<file path="config.mk">
export PLATFORM = sky130hd
export DESIGN_NAME = tempo_map_tick_time_converter_flat
export DESIGN_NICKNAME = d
export VERILOG_FILES = /design/src/tmc_pkg.sv /design/src/tmc_if.sv /design/src/tmc_ram.sv /design/src/tempo_map_tick_time_converter.sv /design/src/flat_wrapper.sv
export SDC_FILE = /design/constraint.sdc
export NUM_CORES = 2
export LEC_CHECK = 0
export BUFFER_PORTS_ARGS = -buffer_cell sky130_fd_sc_hd__buf_4
export CAP_MARGIN = 20
export CORE_MARGIN = 5
export CORE_UTILIZATION = 45
export DETAILED_ROUTE_END_ITERATION = 7
export HOLD_SLACK_MARGIN = 0.15
export PLACE_DENSITY = 0.74
export SLEW_MARGIN = 20
export SYNTH_ARGS = -nofsm -noshare
export SYNTH_HDL_FRONTEND = slang
export SYNTH_HIERARCHICAL = 1
export SYNTH_SLANG_ARGS = --single-unit
</file>
<file path="constraint.sdc">
create_clock -name clk -period 9.8 [get_ports clk]
set_clock_uncertainty 0.05 [all_clocks]
set_input_delay 0.49 -clock clk [delete_from_list [all_inputs] [get_ports clk]]
set_output_delay 0.49 -clock clk [all_outputs]
set_load 0.01 [all_outputs]
</file>
<file path="src/tmc_pkg.sv">
// tempo map converter package: field widths, opcodes, status codes and item types
// used by the interfaces and the top level; no dependencies
package tmc_pkg;

	localparam int OP_W    = 3;
	localparam int TICK_W  = 31;
	localparam int TEMPO_W = 18;
	localparam int BEAT_W  = 7;
	localparam int TIME_W  = 48;
	localparam int ST_W    = 2;

	// opcodes
	localparam logic [OP_W-1:0] OP_CLEAR   = 3'd0;
	localparam logic [OP_W-1:0] OP_APPEND  = 3'd1;
	localparam logic [OP_W-1:0] OP_TICK2T  = 3'd2;
	localparam logic [OP_W-1:0] OP_T2TICK  = 3'd3;
	localparam logic [OP_W-1:0] OP_RESTART = 3'd4;

	// status codes
	localparam logic [ST_W-1:0] ST_OK    = 2'd0;
	localparam logic [ST_W-1:0] ST_FULL  = 2'd1;
	localparam logic [ST_W-1:0] ST_EMPTY = 2'd2;
	localparam logic [ST_W-1:0] ST_SAT   = 2'd3;

	// fixed point: one tick of beat 1 is 2^19 / (5 * tempo) time units
	localparam int FRAC_SH   = 19;
	localparam int SCALE_W   = TEMPO_W + 3;           // 5 * tempo
	localparam int PROD_W    = 70;                    // 49 bit time delta times 21 bit scale
	localparam int DVD_W     = 57;                    // widest dividend of both paths
	localparam int MUL_STEPS = SCALE_W;
	localparam int DIV_STEPS = DVD_W;

	localparam logic [TIME_W-1:0] TIME_MAX = {1'b0, {(TIME_W-1){1'b1}}};
	localparam logic [TIME_W-1:0] TIME_MIN = {1'b1, {(TIME_W-1){1'b0}}};
	localparam logic [TICK_W-1:0] TICK_MAX = {TICK_W{1'b1}};

	typedef struct packed {
		logic [OP_W-1:0]           opcode;
		logic [TICK_W-1:0]         seg_start_tick;
		logic [TEMPO_W-1:0]        seg_tempo;
		logic [BEAT_W-1:0]         seg_beat;
		logic [TICK_W-1:0]         query_tick;
		logic signed [TIME_W-1:0]  now_time;
	} req_item_t;

	typedef struct packed {
		logic signed [TIME_W-1:0]  time_result;
		logic [TICK_W-1:0]         tick_result;
		logic [ST_W-1:0]           status;
	} rsp_item_t;

	// one tempo map entry as stored in memory
	typedef struct packed {
		logic [TICK_W-1:0]         start_tick;
		logic [TEMPO_W-1:0]        tempo;
		logic [BEAT_W-1:0]         beat;
		logic signed [TIME_W-1:0]  start_time;
	} seg_entry_t;

endpackage

</file>
<file path="src/tmc_if.sv">
// valid/ready channel interfaces for request and response items
// depends on tmc_pkg
interface tmc_req_if;
	logic                 valid;
	logic                 ready;
	tmc_pkg::req_item_t   item;
	modport source (output valid, output item, input ready);
	modport sink (input valid, input item, output ready);
endinterface

interface tmc_rsp_if;
	logic                 valid;
	logic                 ready;
	tmc_pkg::rsp_item_t   item;
	modport source (output valid, output item, input ready);
	modport sink (input valid, input item, output ready);
endinterface

</file>
<file path="src/tmc_ram.sv">
// generic single write port, single read port ram with registered read data
// no dependencies
module tmc_ram #(
	parameter int WIDTH = 8,
	parameter int DEPTH = 16
) (
	input  logic                                   clk,
	input  logic                                   we,
	input  logic [((DEPTH > 1) ? $clog2(DEPTH) : 1)-1:0] waddr,
	input  logic [WIDTH-1:0]                       wdata,
	input  logic [((DEPTH > 1) ? $clog2(DEPTH) : 1)-1:0] raddr,
	output logic [WIDTH-1:0]                       rdata
);
	logic [WIDTH-1:0] mem [DEPTH];

	// write and registered read
	always_ff @(posedge clk) begin
		if (we) begin
			mem[waddr] <= wdata;
		end
		rdata <= mem[raddr];
	end
endmodule

</file>
<file path="src/tempo_map_tick_time_converter.sv">
// tempo map tick/time converter top level: map memory, search, serial multiply and divide
// depends on tmc_pkg, tmc_if (tmc_req_if, tmc_rsp_if) and tmc_ram
//
//  channel | dir | handshake       | item
//  req     | in  | valid/ready     | opcode, segment fields, query tick, now time
//  rsp     | out | valid/ready     | time_result, tick_result, status
//  cfg     | in  | cfg_we          | time_offset (48 bit signed)
//
// clear, restart, unused opcodes, rejected appends, the first append and queries on an
// empty map go straight to the result. queries read the map one entry a cycle, then run
// a shift-add multiplier over the 21 bit scale and a restoring divider over the 57 bit
// dividend; a later append reads the previous segment, then multiplies and divides.
// a time query with no segment begun ends after the scan. one item is worked at a time;
// the last cycle waits while an earlier result still sits unaccepted on rsp.
// reset clears the map count, held tick and offset; map contents are only read below
// the count, so they need no clearing.
module tempo_map_tick_time_converter #(
	parameter int MAX_SEGMENTS = 16
) (
	input  logic                                clk,
	input  logic                                arst_n,
	input  logic                                cfg_we,
	input  logic signed [tmc_pkg::TIME_W-1:0]   cfg_data,
	tmc_req_if.sink                             req,
	tmc_rsp_if.source                           rsp
);
	localparam int CW = $clog2(MAX_SEGMENTS + 1);
	localparam int IW = (MAX_SEGMENTS > 1) ? $clog2(MAX_SEGMENTS) : 1;
	localparam int EW = $bits(tmc_pkg::seg_entry_t);
	localparam int TW = tmc_pkg::TIME_W + 1;    // offset-corrected time
	localparam int SW = tmc_pkg::TIME_W + 10;   // start time plus increment
	localparam int NW = $clog2(tmc_pkg::DIV_STEPS);

	typedef enum logic [3:0] {
		S_IDLE, S_RDPREV, S_SCAN, S_PREP, S_MUL, S_DLOAD, S_DIV, S_FIN, S_DONE
	} state_t;

	state_t                              state_q;
	logic [tmc_pkg::OP_W-1:0]            op_q;
	logic [tmc_pkg::TICK_W-1:0]          tgt_tick_q;
	logic [tmc_pkg::TICK_W-1:0]          stick_q;
	logic [tmc_pkg::TEMPO_W-1:0]         tempo_q;
	logic [tmc_pkg::BEAT_W-1:0]          beat_q;
	logic signed [TW-1:0]                t_q;
	logic signed [tmc_pkg::TIME_W-1:0]   offset_q;
	logic [CW-1:0]                       total_q;
	logic [tmc_pkg::TICK_W-1:0]          held_q;
	logic [tmc_pkg::TICK_W-1:0]          k_tick_q;
	logic [tmc_pkg::TEMPO_W-1:0]         k_tempo_q;
	logic [tmc_pkg::BEAT_W-1:0]          k_beat_q;
	logic signed [tmc_pkg::TIME_W-1:0]   k_time_q;
	logic                                found_q;
	logic [CW-1:0]                       iss_q;
	logic                                chk_vld_s1;
	logic [IW-1:0]                       chk_idx_s1;
	logic                                neg_q;
	logic [tmc_pkg::PROD_W-1:0]          mc_q;
	logic [tmc_pkg::SCALE_W-1:0]         mp_q;
	logic [tmc_pkg::PROD_W-1:0]          acc_q;
	logic [NW-1:0]                       cnt_q;
	logic [tmc_pkg::DVD_W-1:0]           quo_q;
	logic [tmc_pkg::SCALE_W-1:0]         rem_q;
	logic [tmc_pkg::SCALE_W-1:0]         den_q;
	logic signed [tmc_pkg::TIME_W-1:0]   res_time_q;
	logic [tmc_pkg::ST_W-1:0]            res_st_q;
	logic                                rsp_vld_q;
	tmc_pkg::rsp_item_t                  rsp_q;

	logic                                accept;
	logic [CW-1:0]                       tot_m1;
	logic                                map_full;
	logic                                seg_bad;
	logic [tmc_pkg::ST_W-1:0]            acc_st;
	state_t                              acc_state;
	logic                                ram_we;
	logic [IW-1:0]                       ram_waddr;
	tmc_pkg::seg_entry_t                 wr_ent;
	logic [IW-1:0]                       ram_raddr;
	logic [EW-1:0]                       ram_rdata;
	tmc_pkg::seg_entry_t                 rd_ent;
	logic                                chk_last;
	logic                                cap;
	logic                                stop;
	logic signed [TW-1:0]                t_in;
	logic [31:0]                         dtick;
	logic [31:0]                         dmag;
	logic [TW:0]                         dt;
	logic [tmc_pkg::SCALE_W-1:0]         k_scale;
	logic [tmc_pkg::SCALE_W-1:0]         k_beat_ext;
	logic [tmc_pkg::PROD_W-1:0]          acc_nx;
	logic [tmc_pkg::SCALE_W:0]           rem_sh;
	logic                                div_ge;
	logic [tmc_pkg::SCALE_W:0]           rem_sub;
	logic [SW-1:0]                       inc;
	logic [SW-1:0]                       sum;
	logic                                tsat_hi;
	logic                                tsat_lo;
	logic [tmc_pkg::TIME_W-1:0]          fin_time;
	logic [31:0]                         tick_sum;
	logic                                tick_sat;
	logic                                rsp_free;

	// tempo map memory
	tmc_ram #(
		.WIDTH (EW),
		.DEPTH (MAX_SEGMENTS)
	) u_map (
		.clk   (clk),
		.we    (ram_we),
		.waddr (ram_waddr),
		.wdata (EW'(wr_ent)),
		.raddr (ram_raddr),
		.rdata (ram_rdata)
	);
	assign rd_ent = tmc_pkg::seg_entry_t'(ram_rdata);

	// handshake and map status
	assign accept   = req.valid && req.ready;
	assign req.ready = (state_q == S_IDLE);
	assign tot_m1   = total_q - CW'(1);
	assign map_full = (total_q == CW'(MAX_SEGMENTS));
	assign seg_bad  = (req.item.seg_tempo == '0) || (req.item.seg_beat == '0);
	assign rsp_free = !rsp_vld_q || rsp.ready;
	assign rsp.valid = rsp_vld_q;
	assign rsp.item  = rsp_q;

	// status and next state of an accepted item
	always_comb begin
		acc_st    = tmc_pkg::ST_OK;
		acc_state = S_DONE;
		unique case (req.item.opcode) inside
			tmc_pkg::OP_APPEND: begin
				if (map_full) begin
					acc_st = tmc_pkg::ST_FULL;
				end else if (seg_bad) begin
					acc_st = tmc_pkg::ST_EMPTY;
				end else if (total_q != '0) begin
					acc_state = S_RDPREV;
				end
			end
			tmc_pkg::OP_TICK2T, tmc_pkg::OP_T2TICK: begin
				if (total_q == '0) begin
					acc_st = tmc_pkg::ST_EMPTY;
				end else begin
					acc_state = S_SCAN;
				end
			end
			default: begin
			end
		endcase
	end

	// read address: scan pointer or previous segment for an append
	assign ram_raddr = (state_q == S_SCAN) ? iss_q[IW-1:0] : tot_m1[IW-1:0];

	// offset-corrected time of the incoming item
	assign t_in = TW'(req.item.now_time) - TW'(offset_q);

	// write port: first segment at once, later segments after the start time is known
	always_comb begin
		ram_we    = 1'b0;
		ram_waddr = total_q[IW-1:0];
		wr_ent    = '{start_tick: stick_q, tempo: tempo_q, beat: beat_q,
			start_time: fin_time};
		if (state_q == S_IDLE) begin
			ram_we = accept && (req.item.opcode == tmc_pkg::OP_APPEND) && !map_full &&
				!seg_bad && (total_q == '0);
			wr_ent = '{start_tick: req.item.seg_start_tick, tempo: req.item.seg_tempo,
				beat: req.item.seg_beat, start_time: '0};
		end else if (state_q == S_FIN) begin
			ram_we = (op_q == tmc_pkg::OP_APPEND);
		end
	end

	// segment search on the entry read back this cycle
	assign chk_last = (chk_idx_s1 == tot_m1[IW-1:0]);
	always_comb begin
		if (op_q == tmc_pkg::OP_TICK2T) begin
			cap  = (chk_idx_s1 == '0) || (rd_ent.start_tick <= tgt_tick_q);
			stop = (rd_ent.start_tick > tgt_tick_q) || chk_last;
		end else begin
			cap  = (TW'(rd_ent.start_time) <= t_q);
			stop = chk_last;
		end
	end

	// operands of both paths
	assign dtick      = {1'b0, tgt_tick_q} - {1'b0, k_tick_q};
	assign dmag       = dtick[31] ? (~dtick + 32'd1) : dtick;
	assign dt         = (TW+1)'(t_q) - (TW+1)'(k_time_q);
	assign k_scale    = {1'b0, k_tempo_q, 2'b00} + {3'b000, k_tempo_q};
	assign k_beat_ext = {{(tmc_pkg::SCALE_W-tmc_pkg::BEAT_W){1'b0}}, k_beat_q};

	// multiplier step and divider step
	assign acc_nx  = acc_q + (mp_q[0] ? mc_q : '0);
	assign rem_sh  = {rem_q, quo_q[tmc_pkg::DVD_W-1]};
	assign rem_sub = rem_sh - {1'b0, den_q};
	assign div_ge  = (rem_sh >= {1'b0, den_q});

	// time path result with saturation
	assign inc      = neg_q ? (~{1'b0, quo_q} + SW'(1)) : {1'b0, quo_q};
	assign sum      = SW'(k_time_q) + inc;
	assign tsat_hi  = !sum[SW-1] && (sum[SW-2:tmc_pkg::TIME_W-1] != '0);
	assign tsat_lo  = sum[SW-1] && (sum[SW-2:tmc_pkg::TIME_W-1] != '1);
	assign fin_time = tsat_hi ? tmc_pkg::TIME_MAX :
		(tsat_lo ? tmc_pkg::TIME_MIN : sum[tmc_pkg::TIME_W-1:0]);

	// tick path result with saturation
	assign tick_sum = {1'b0, k_tick_q} + {1'b0, quo_q[tmc_pkg::TICK_W-1:0]};
	assign tick_sat = (|quo_q[tmc_pkg::DVD_W-1:tmc_pkg::TICK_W]) || tick_sum[31];

	// control and datapath registers
	always_ff @(posedge clk or negedge arst_n) begin
		if (!arst_n) begin
			state_q    <= S_IDLE;
			total_q    <= '0;
			held_q     <= '0;
			offset_q   <= '0;
			rsp_vld_q  <= 1'b0;
			chk_vld_s1 <= 1'b0;
		end else begin
			if (cfg_we) begin
				offset_q <= cfg_data;
			end
			// result register
			if ((state_q == S_DONE) && rsp_free) begin
				rsp_vld_q <= 1'b1;
			end else if (rsp.valid && rsp.ready) begin
				rsp_vld_q <= 1'b0;
			end
			unique case (state_q)
				S_IDLE: begin
					if (accept) begin
						op_q       <= req.item.opcode;
						stick_q    <= req.item.seg_start_tick;
						tempo_q    <= req.item.seg_tempo;
						beat_q     <= req.item.seg_beat;
						t_q        <= t_in;
						tgt_tick_q <= (req.item.opcode == tmc_pkg::OP_APPEND) ?
							req.item.seg_start_tick : req.item.query_tick;
						res_time_q <= '0;
						res_st_q   <= acc_st;
						iss_q      <= '0;
						found_q    <= 1'b0;
						chk_vld_s1 <= 1'b0;
						state_q    <= acc_state;
						// map count: clear, or the first segment written at once
						if (req.item.opcode == tmc_pkg::OP_CLEAR) begin
							total_q <= '0;
						end else if (ram_we) begin
							total_q <= CW'(1);
						end
						if (req.item.opcode == tmc_pkg::OP_RESTART) begin
							held_q <= '0;
						end
					end
				end
				S_RDPREV: begin
					k_tick_q  <= rd_ent.start_tick;
					k_tempo_q <= rd_ent.tempo;
					k_beat_q  <= rd_ent.beat;
					k_time_q  <= rd_ent.start_time;
					state_q   <= S_PREP;
				end
				S_SCAN: begin
					// issue one read a cycle, check the one returned
					if (iss_q < total_q) begin
						iss_q <= iss_q + CW'(1);
					end
					chk_vld_s1 <= (iss_q < total_q) && !(chk_vld_s1 && stop);
					chk_idx_s1 <= iss_q[IW-1:0];
					if (chk_vld_s1) begin
						if (cap) begin
							k_tick_q  <= rd_ent.start_tick;
							k_tempo_q <= rd_ent.tempo;
							k_beat_q  <= rd_ent.beat;
							k_time_q  <= rd_ent.start_time;
							found_q   <= 1'b1;
						end
						if (stop) begin
							state_q <= (cap || found_q) ? S_PREP : S_DONE;
						end
					end
				end
				S_PREP: begin
					acc_q <= '0;
					cnt_q <= '0;
					if (op_q == tmc_pkg::OP_T2TICK) begin
						mc_q  <= tmc_pkg::PROD_W'(dt[TW-1:0]);
						mp_q  <= k_scale;
						den_q <= k_beat_ext;
					end else begin
						neg_q <= dtick[31];
						mc_q  <= tmc_pkg::PROD_W'(dmag);
						mp_q  <= k_beat_ext;
						den_q <= k_scale;
					end
					state_q <= S_MUL;
				end
				S_MUL: begin
					acc_q <= acc_nx;
					mc_q  <= {mc_q[tmc_pkg::PROD_W-2:0], 1'b0};
					mp_q  <= {1'b0, mp_q[tmc_pkg::SCALE_W-1:1]};
					cnt_q <= cnt_q + NW'(1);
					if (cnt_q == NW'(tmc_pkg::MUL_STEPS - 1)) begin
						state_q <= S_DLOAD;
					end
				end
				S_DLOAD: begin
					rem_q <= '0;
					cnt_q <= '0;
					if (op_q == tmc_pkg::OP_T2TICK) begin
						quo_q <= tmc_pkg::DVD_W'(acc_q[tmc_pkg::PROD_W-1:tmc_pkg::FRAC_SH]);
					end else begin
						quo_q <= {acc_q[tmc_pkg::DVD_W-tmc_pkg::FRAC_SH-1:0],
							{tmc_pkg::FRAC_SH{1'b0}}};
					end
					state_q <= S_DIV;
				end
				S_DIV: begin
					rem_q <= div_ge ? rem_sub[tmc_pkg::SCALE_W-1:0] :
						rem_sh[tmc_pkg::SCALE_W-1:0];
					quo_q <= {quo_q[tmc_pkg::DVD_W-2:0], div_ge};
					cnt_q <= cnt_q + NW'(1);
					if (cnt_q == NW'(tmc_pkg::DIV_STEPS - 1)) begin
						state_q <= S_FIN;
					end
				end
				S_FIN: begin
					if (op_q == tmc_pkg::OP_T2TICK) begin
						held_q   <= tick_sat ? tmc_pkg::TICK_MAX : tick_sum[tmc_pkg::TICK_W-1:0];
						res_st_q <= tick_sat ? tmc_pkg::ST_SAT : tmc_pkg::ST_OK;
					end else begin
						res_st_q <= (tsat_hi || tsat_lo) ? tmc_pkg::ST_SAT : tmc_pkg::ST_OK;
						if (op_q == tmc_pkg::OP_APPEND) begin
							total_q <= total_q + CW'(1);
						end else begin
							res_time_q <= fin_time;
						end
					end
					state_q <= S_DONE;
				end
				S_DONE: begin
					if (rsp_free) begin
						rsp_q   <= '{time_result: res_time_q, tick_result: held_q,
							status: res_st_q};
						state_q <= S_IDLE;
					end
				end
				default: begin
					state_q <= S_IDLE;
				end
			endcase
		end
	end

	// map count stays within the memory
	a_total_bound: assert property (@(posedge clk) disable iff (!arst_n)
		total_q <= CW'(MAX_SEGMENTS))
		else $error("tempo map count beyond capacity");

	// divider never runs on a zero divisor
	a_div_nonzero: assert property (@(posedge clk) disable iff (!arst_n)
		(state_q == S_DIV) |-> (den_q != '0))
		else $error("divide by zero in converter");

	// a nonzero time only comes with ok or saturated status
	a_time_status: assert property (@(posedge clk) disable iff (!arst_n)
		(rsp_vld_q && (rsp_q.time_result != '0)) |->
		((rsp_q.status == tmc_pkg::ST_OK) || (rsp_q.status == tmc_pkg::ST_SAT)))
		else $error("time result with error status");

	// a result is never dropped while it waits
	a_rsp_hold: assert property (@(posedge clk) disable iff (!arst_n)
		(rsp_vld_q && !rsp.ready) |=> rsp_vld_q)
		else $error("pending result lost");

endmodule

</file>
<file path="src/flat_wrapper.sv">
// flat-port wrapper written by rule: the top's interface ports become plain ports
module tempo_map_tick_time_converter_flat 
#(
	parameter int MAX_SEGMENTS = 16
)
  (clk, arst_n, cfg_we, cfg_data, req_valid, req_item, req_ready, rsp_valid, rsp_item, rsp_ready);
  tmc_req_if req_i ();
  tmc_rsp_if rsp_i ();
  input  logic clk;
  input  logic arst_n;
  input  logic cfg_we;
  input  logic signed [tmc_pkg::TIME_W-1:0] cfg_data;
  input wire logic [$bits(req_i.valid)-1:0] req_valid;
  input wire logic [$bits(req_i.item)-1:0] req_item;
  output wire logic [$bits(req_i.ready)-1:0] req_ready;
  output wire logic [$bits(rsp_i.valid)-1:0] rsp_valid;
  output wire logic [$bits(rsp_i.item)-1:0] rsp_item;
  input wire logic [$bits(rsp_i.ready)-1:0] rsp_ready;
  assign req_i.valid = req_valid;
  assign req_i.item = req_item;
  assign req_ready = req_i.ready;
  assign rsp_valid = rsp_i.valid;
  assign rsp_item = rsp_i.item;
  assign rsp_i.ready = rsp_ready;
  tempo_map_tick_time_converter #(.MAX_SEGMENTS(MAX_SEGMENTS)) u_core (.clk(clk), .arst_n(arst_n), .cfg_we(cfg_we), .cfg_data(cfg_data), .req(req_i), .rsp(rsp_i));
endmodule
</file>
==> results.json <==
{
  "rsz0062_at_grt": "no",
  "dp_hpwl_mm": 219,
  "drt_iter0_drc": 9331,
  "postRouteAntennaNets": 0,
  "cts_setup_buffers": 0,
  "violations": "DRC",
  "cts_sinks": 2509,
  "fin_tns_setup_ns": 0,
  "placed_cell_area_um2": 121000,
  "path_delay_family": "simple AND/OR/NAND/NOR gates",
  "insertion_delay_ns": 0.98,
  "worst-path-buf-inv": 2,
  "p_int_mw": 24.6,
  "synth_top_area_share_pct": 60.7,
  "synth_area_leaders": "edfxtp_1 (61%), mux4_2 (8.2%), ha_1 (4.6%)",
  "setup_violations": 0,
  "power_frac_clock_pct": 27.4,
  "cts_buffers": 277,
  "grt_max_degree": 162,
  "reg2reg_slack_ns": 1.31,
  "p_per_area_nw_per_um2": 281,
  "cts_buffer_depth": 4,
  "setup.worst_path.start": "u_core/quo_q[3]$_DFFE_PP_",
  "critPathKind": "reg2reg",
  "routedWlPerCell_um": 28.2,
  "min-delay-path-class": "in2async",
  "synth-main-ff-cell": "edfxtp_1",
  "cts_resized": 0,
  "synth.ff_latch_count": 2509,
  "grt_usage_pct": 25.3,
  "clk_pin_slew_worst_paths_ns": 0.06,
  "tightest_slew_ns": 1.24,
  "antenna_found_initial": 25,
  "stdcell_area_um2": 132000,
  "final_cell_mix": "edfxtp_1 (2315), nand2_1 (762), o21ai_0 (433), ha_1 (419), mux4_2 (416)",
  "max_freq_mhz": 118,
  "io_pins": 274,
  "crit_arrival_ns": 9.08,
  "dieWidth_um": 514,
  "synth_warnings": 6,
  "yosysSeqAreaShare_pct": 64.5,
  "switchingPower_mw": 12.6,
  "slew_headroom_pct": 16.9,
  "worstPathMaxFanout": 24,
  "post_drt_via_cell_ratio": 6.09,
  "layout.nets": 9204,
  "rows": 185,
  "critical_path.endpoint_type": "flip-flop",
  "netlist_area_um2": 114000,
  "irDropWorstVdd_mv": 0.330,
  "slew_viol_final": 0,
  "finalPower_mw": 37.2,
  "hold_violations": 0,
  "core-area_um2": 254000,
  "dieHeight_um": 514,
  "cp_data_required_time_ns": 10.40,
  "grt_pass1_wl_mm": 494,
  "place_ws_ns": 1.49,
  "r2r_start": "u_core/quo_q[3]$_DFFE_PP_",
  "critPathMostFrequentCell": "or3_4",
  "syn_to_final_growth_pct": 15.7,
  "hold_buffers": 257,
  "final_common_cell": "edfxtp_1",
  "synth_top_area_cell": "edfxtp_1",
  "fin_crit_sh_pct": 86.6,
  "place_congestion": 1.00,
  "first_global_vias": 73100,
  "crit_path_top_delay_cell": "or4_1",
  "pwr-share-seq_pct": 40.0,
  "min_period_ns": 8.49,
  "netlist-cell-type-count": 95,
  "syn-num-nets": 8577,
  "start_util_pct": 45.1,
  "maxCapViolations": 0,
  "root_buffer": "clkbuf_16",
  "first_pass_iters": 8,
  "netlist_instances": 7959,
  "numPortBuffers": 273,
  "drt-total-wl_mm": 344,
  "die_area_um2": 265000,
  "layout_setup_ws_ns": 1.31,
  "syn_avg_cell_area_um2": 14.4,
  "comb_power_share_pct": 32.6,
  "async_flop_share_pct": 3.59,
  "cts_htree_levels": 5,
  "cts_tree": "done",
  "cp-start-kind": "flip-flop",
  "swShare_pct": 33.7,
  "leakagePower_nw": 47.4,
  "outcome": "finished with violations",
  "drive_gt1_share_pct": 15.6,
  "grt-ovfl-total": 0,
  "num_vias": 74100,
  "synth_edf_count": 2315,
  "post-route-drc-count": 2,
  "critical-path-max-stage-delay_ns": 0.51
}
==> worst min-delay path, delay by kind of cell <==
family	cells	cell delay (ns)
buf+inv	3	1.02
==> final timing paths <==
check | endpoint | cells past startpoint
setup / recovery | u_core/u_map/mem[15][27]$_DFFE_PP_ | 27
setup reg to reg | u_core/u_map/mem[15][27]$_DFFE_PP_ | 27
max in group asynchronous | u_core/offset_q[32]$_DFFE_PN0P_ | 3
min in group clk | u_core/stick_q[26]$_DFFE_PP_ | 2
hold / removal | u_core/total_q[4]$_DFFE_PN0P_ | 3
hold reg to reg | u_core/k_time_q[42]$_DFFE_PP_ | 0
==> power by group through the flow <==
| stage | clock (mW) | combinational [mW] | sequential, mW |
|---|---|---|---|
| finish | 10.2 | 12.1 | 14.9 |
| CTS | 10.3 | 12.0 | 14.9 |
| global route | 10.8 | 13.0 | 14.9 |
| global placement | 0 | 11.4 | 15.1 |
| detailed placement | 0 | 11.7 | 15.1 |
| floorplan | 0 | 8.01 | 14.7 |
==> cell usage after synthesis, drive strengths merged (85+ instances only) <==
cell type / number
xor2: 133
a21oi: 374
mux4: 416
ha: 419
a21o: 178
edfxtp: 2315
xnor2: 228
dfxtp: 104
a22oi: 214
clkbuf: 248
nand3: 90
nor2: 408
inv: 352
nand2: 768
dfrtp: 90
and2: 100
buf: 85
o21ai: 434
==> state kept, by name, summed over array words and instances (netlist names), 48 cells and up <==
register            flops
u_core/quo_q           57
u_core/t_q             49
u_core/rsp.item        81
u_core/mc_q            70
u_core/k_time_q        48
u_core/u_map/mem     1664
u_core/acc_q           70
u_core/offset_q        48
u_core/res_time_q      48
u_core/u_map/rdata    104
==> per-stage QoR <==
| stage | hold WS, ns | util (%) | cells |
|---|---|---|---|
| detailed placement | 0.339 | 47.7 | 11400 |
| floorplan | 0.144 | - | 7959 |
| finish | 0.152 | 52.2 | 12200 |
| CTS | 0.150 | 52.2 | 12200 |
| global route | 0.186 | 52.2 | 12200 |
| global placement | 0.341 | 47.7 | 11400 |
==> metal layers <==
metal	global-route usage, %	vias up	share of wire [%]
li1	-	31900	-
met1	33.7	37200	38
met2	40.3	4158	46
met3	4.92	805	9.7
met4	12.1	14	5.5
met5	0	-	0.026
==> final cells by class <==
type / count / area, µm²
inverter: 353 / 1330
fill: 20300 / 121000
timing repair buffer: 681 / 6030
sequential: 2509 / 73900
multi-input combinational: 4764 / 38100
clock inverter: 112 / 1170
clock buffer: 373 / 7670
tap: 3366 / 4210
antenna: 11 / 27.5
==> logic make-up after synthesis <==
group / share of synthesized area (%)
flops: 64.5
simple gates: 7.35
compound gates: 9.45
buf+inv: 2.47
mux: 8.73
fa+ha+maj: 4.72
xor+xnor: 2.76
Note: power is estimated with default switching activity, not from simulation.
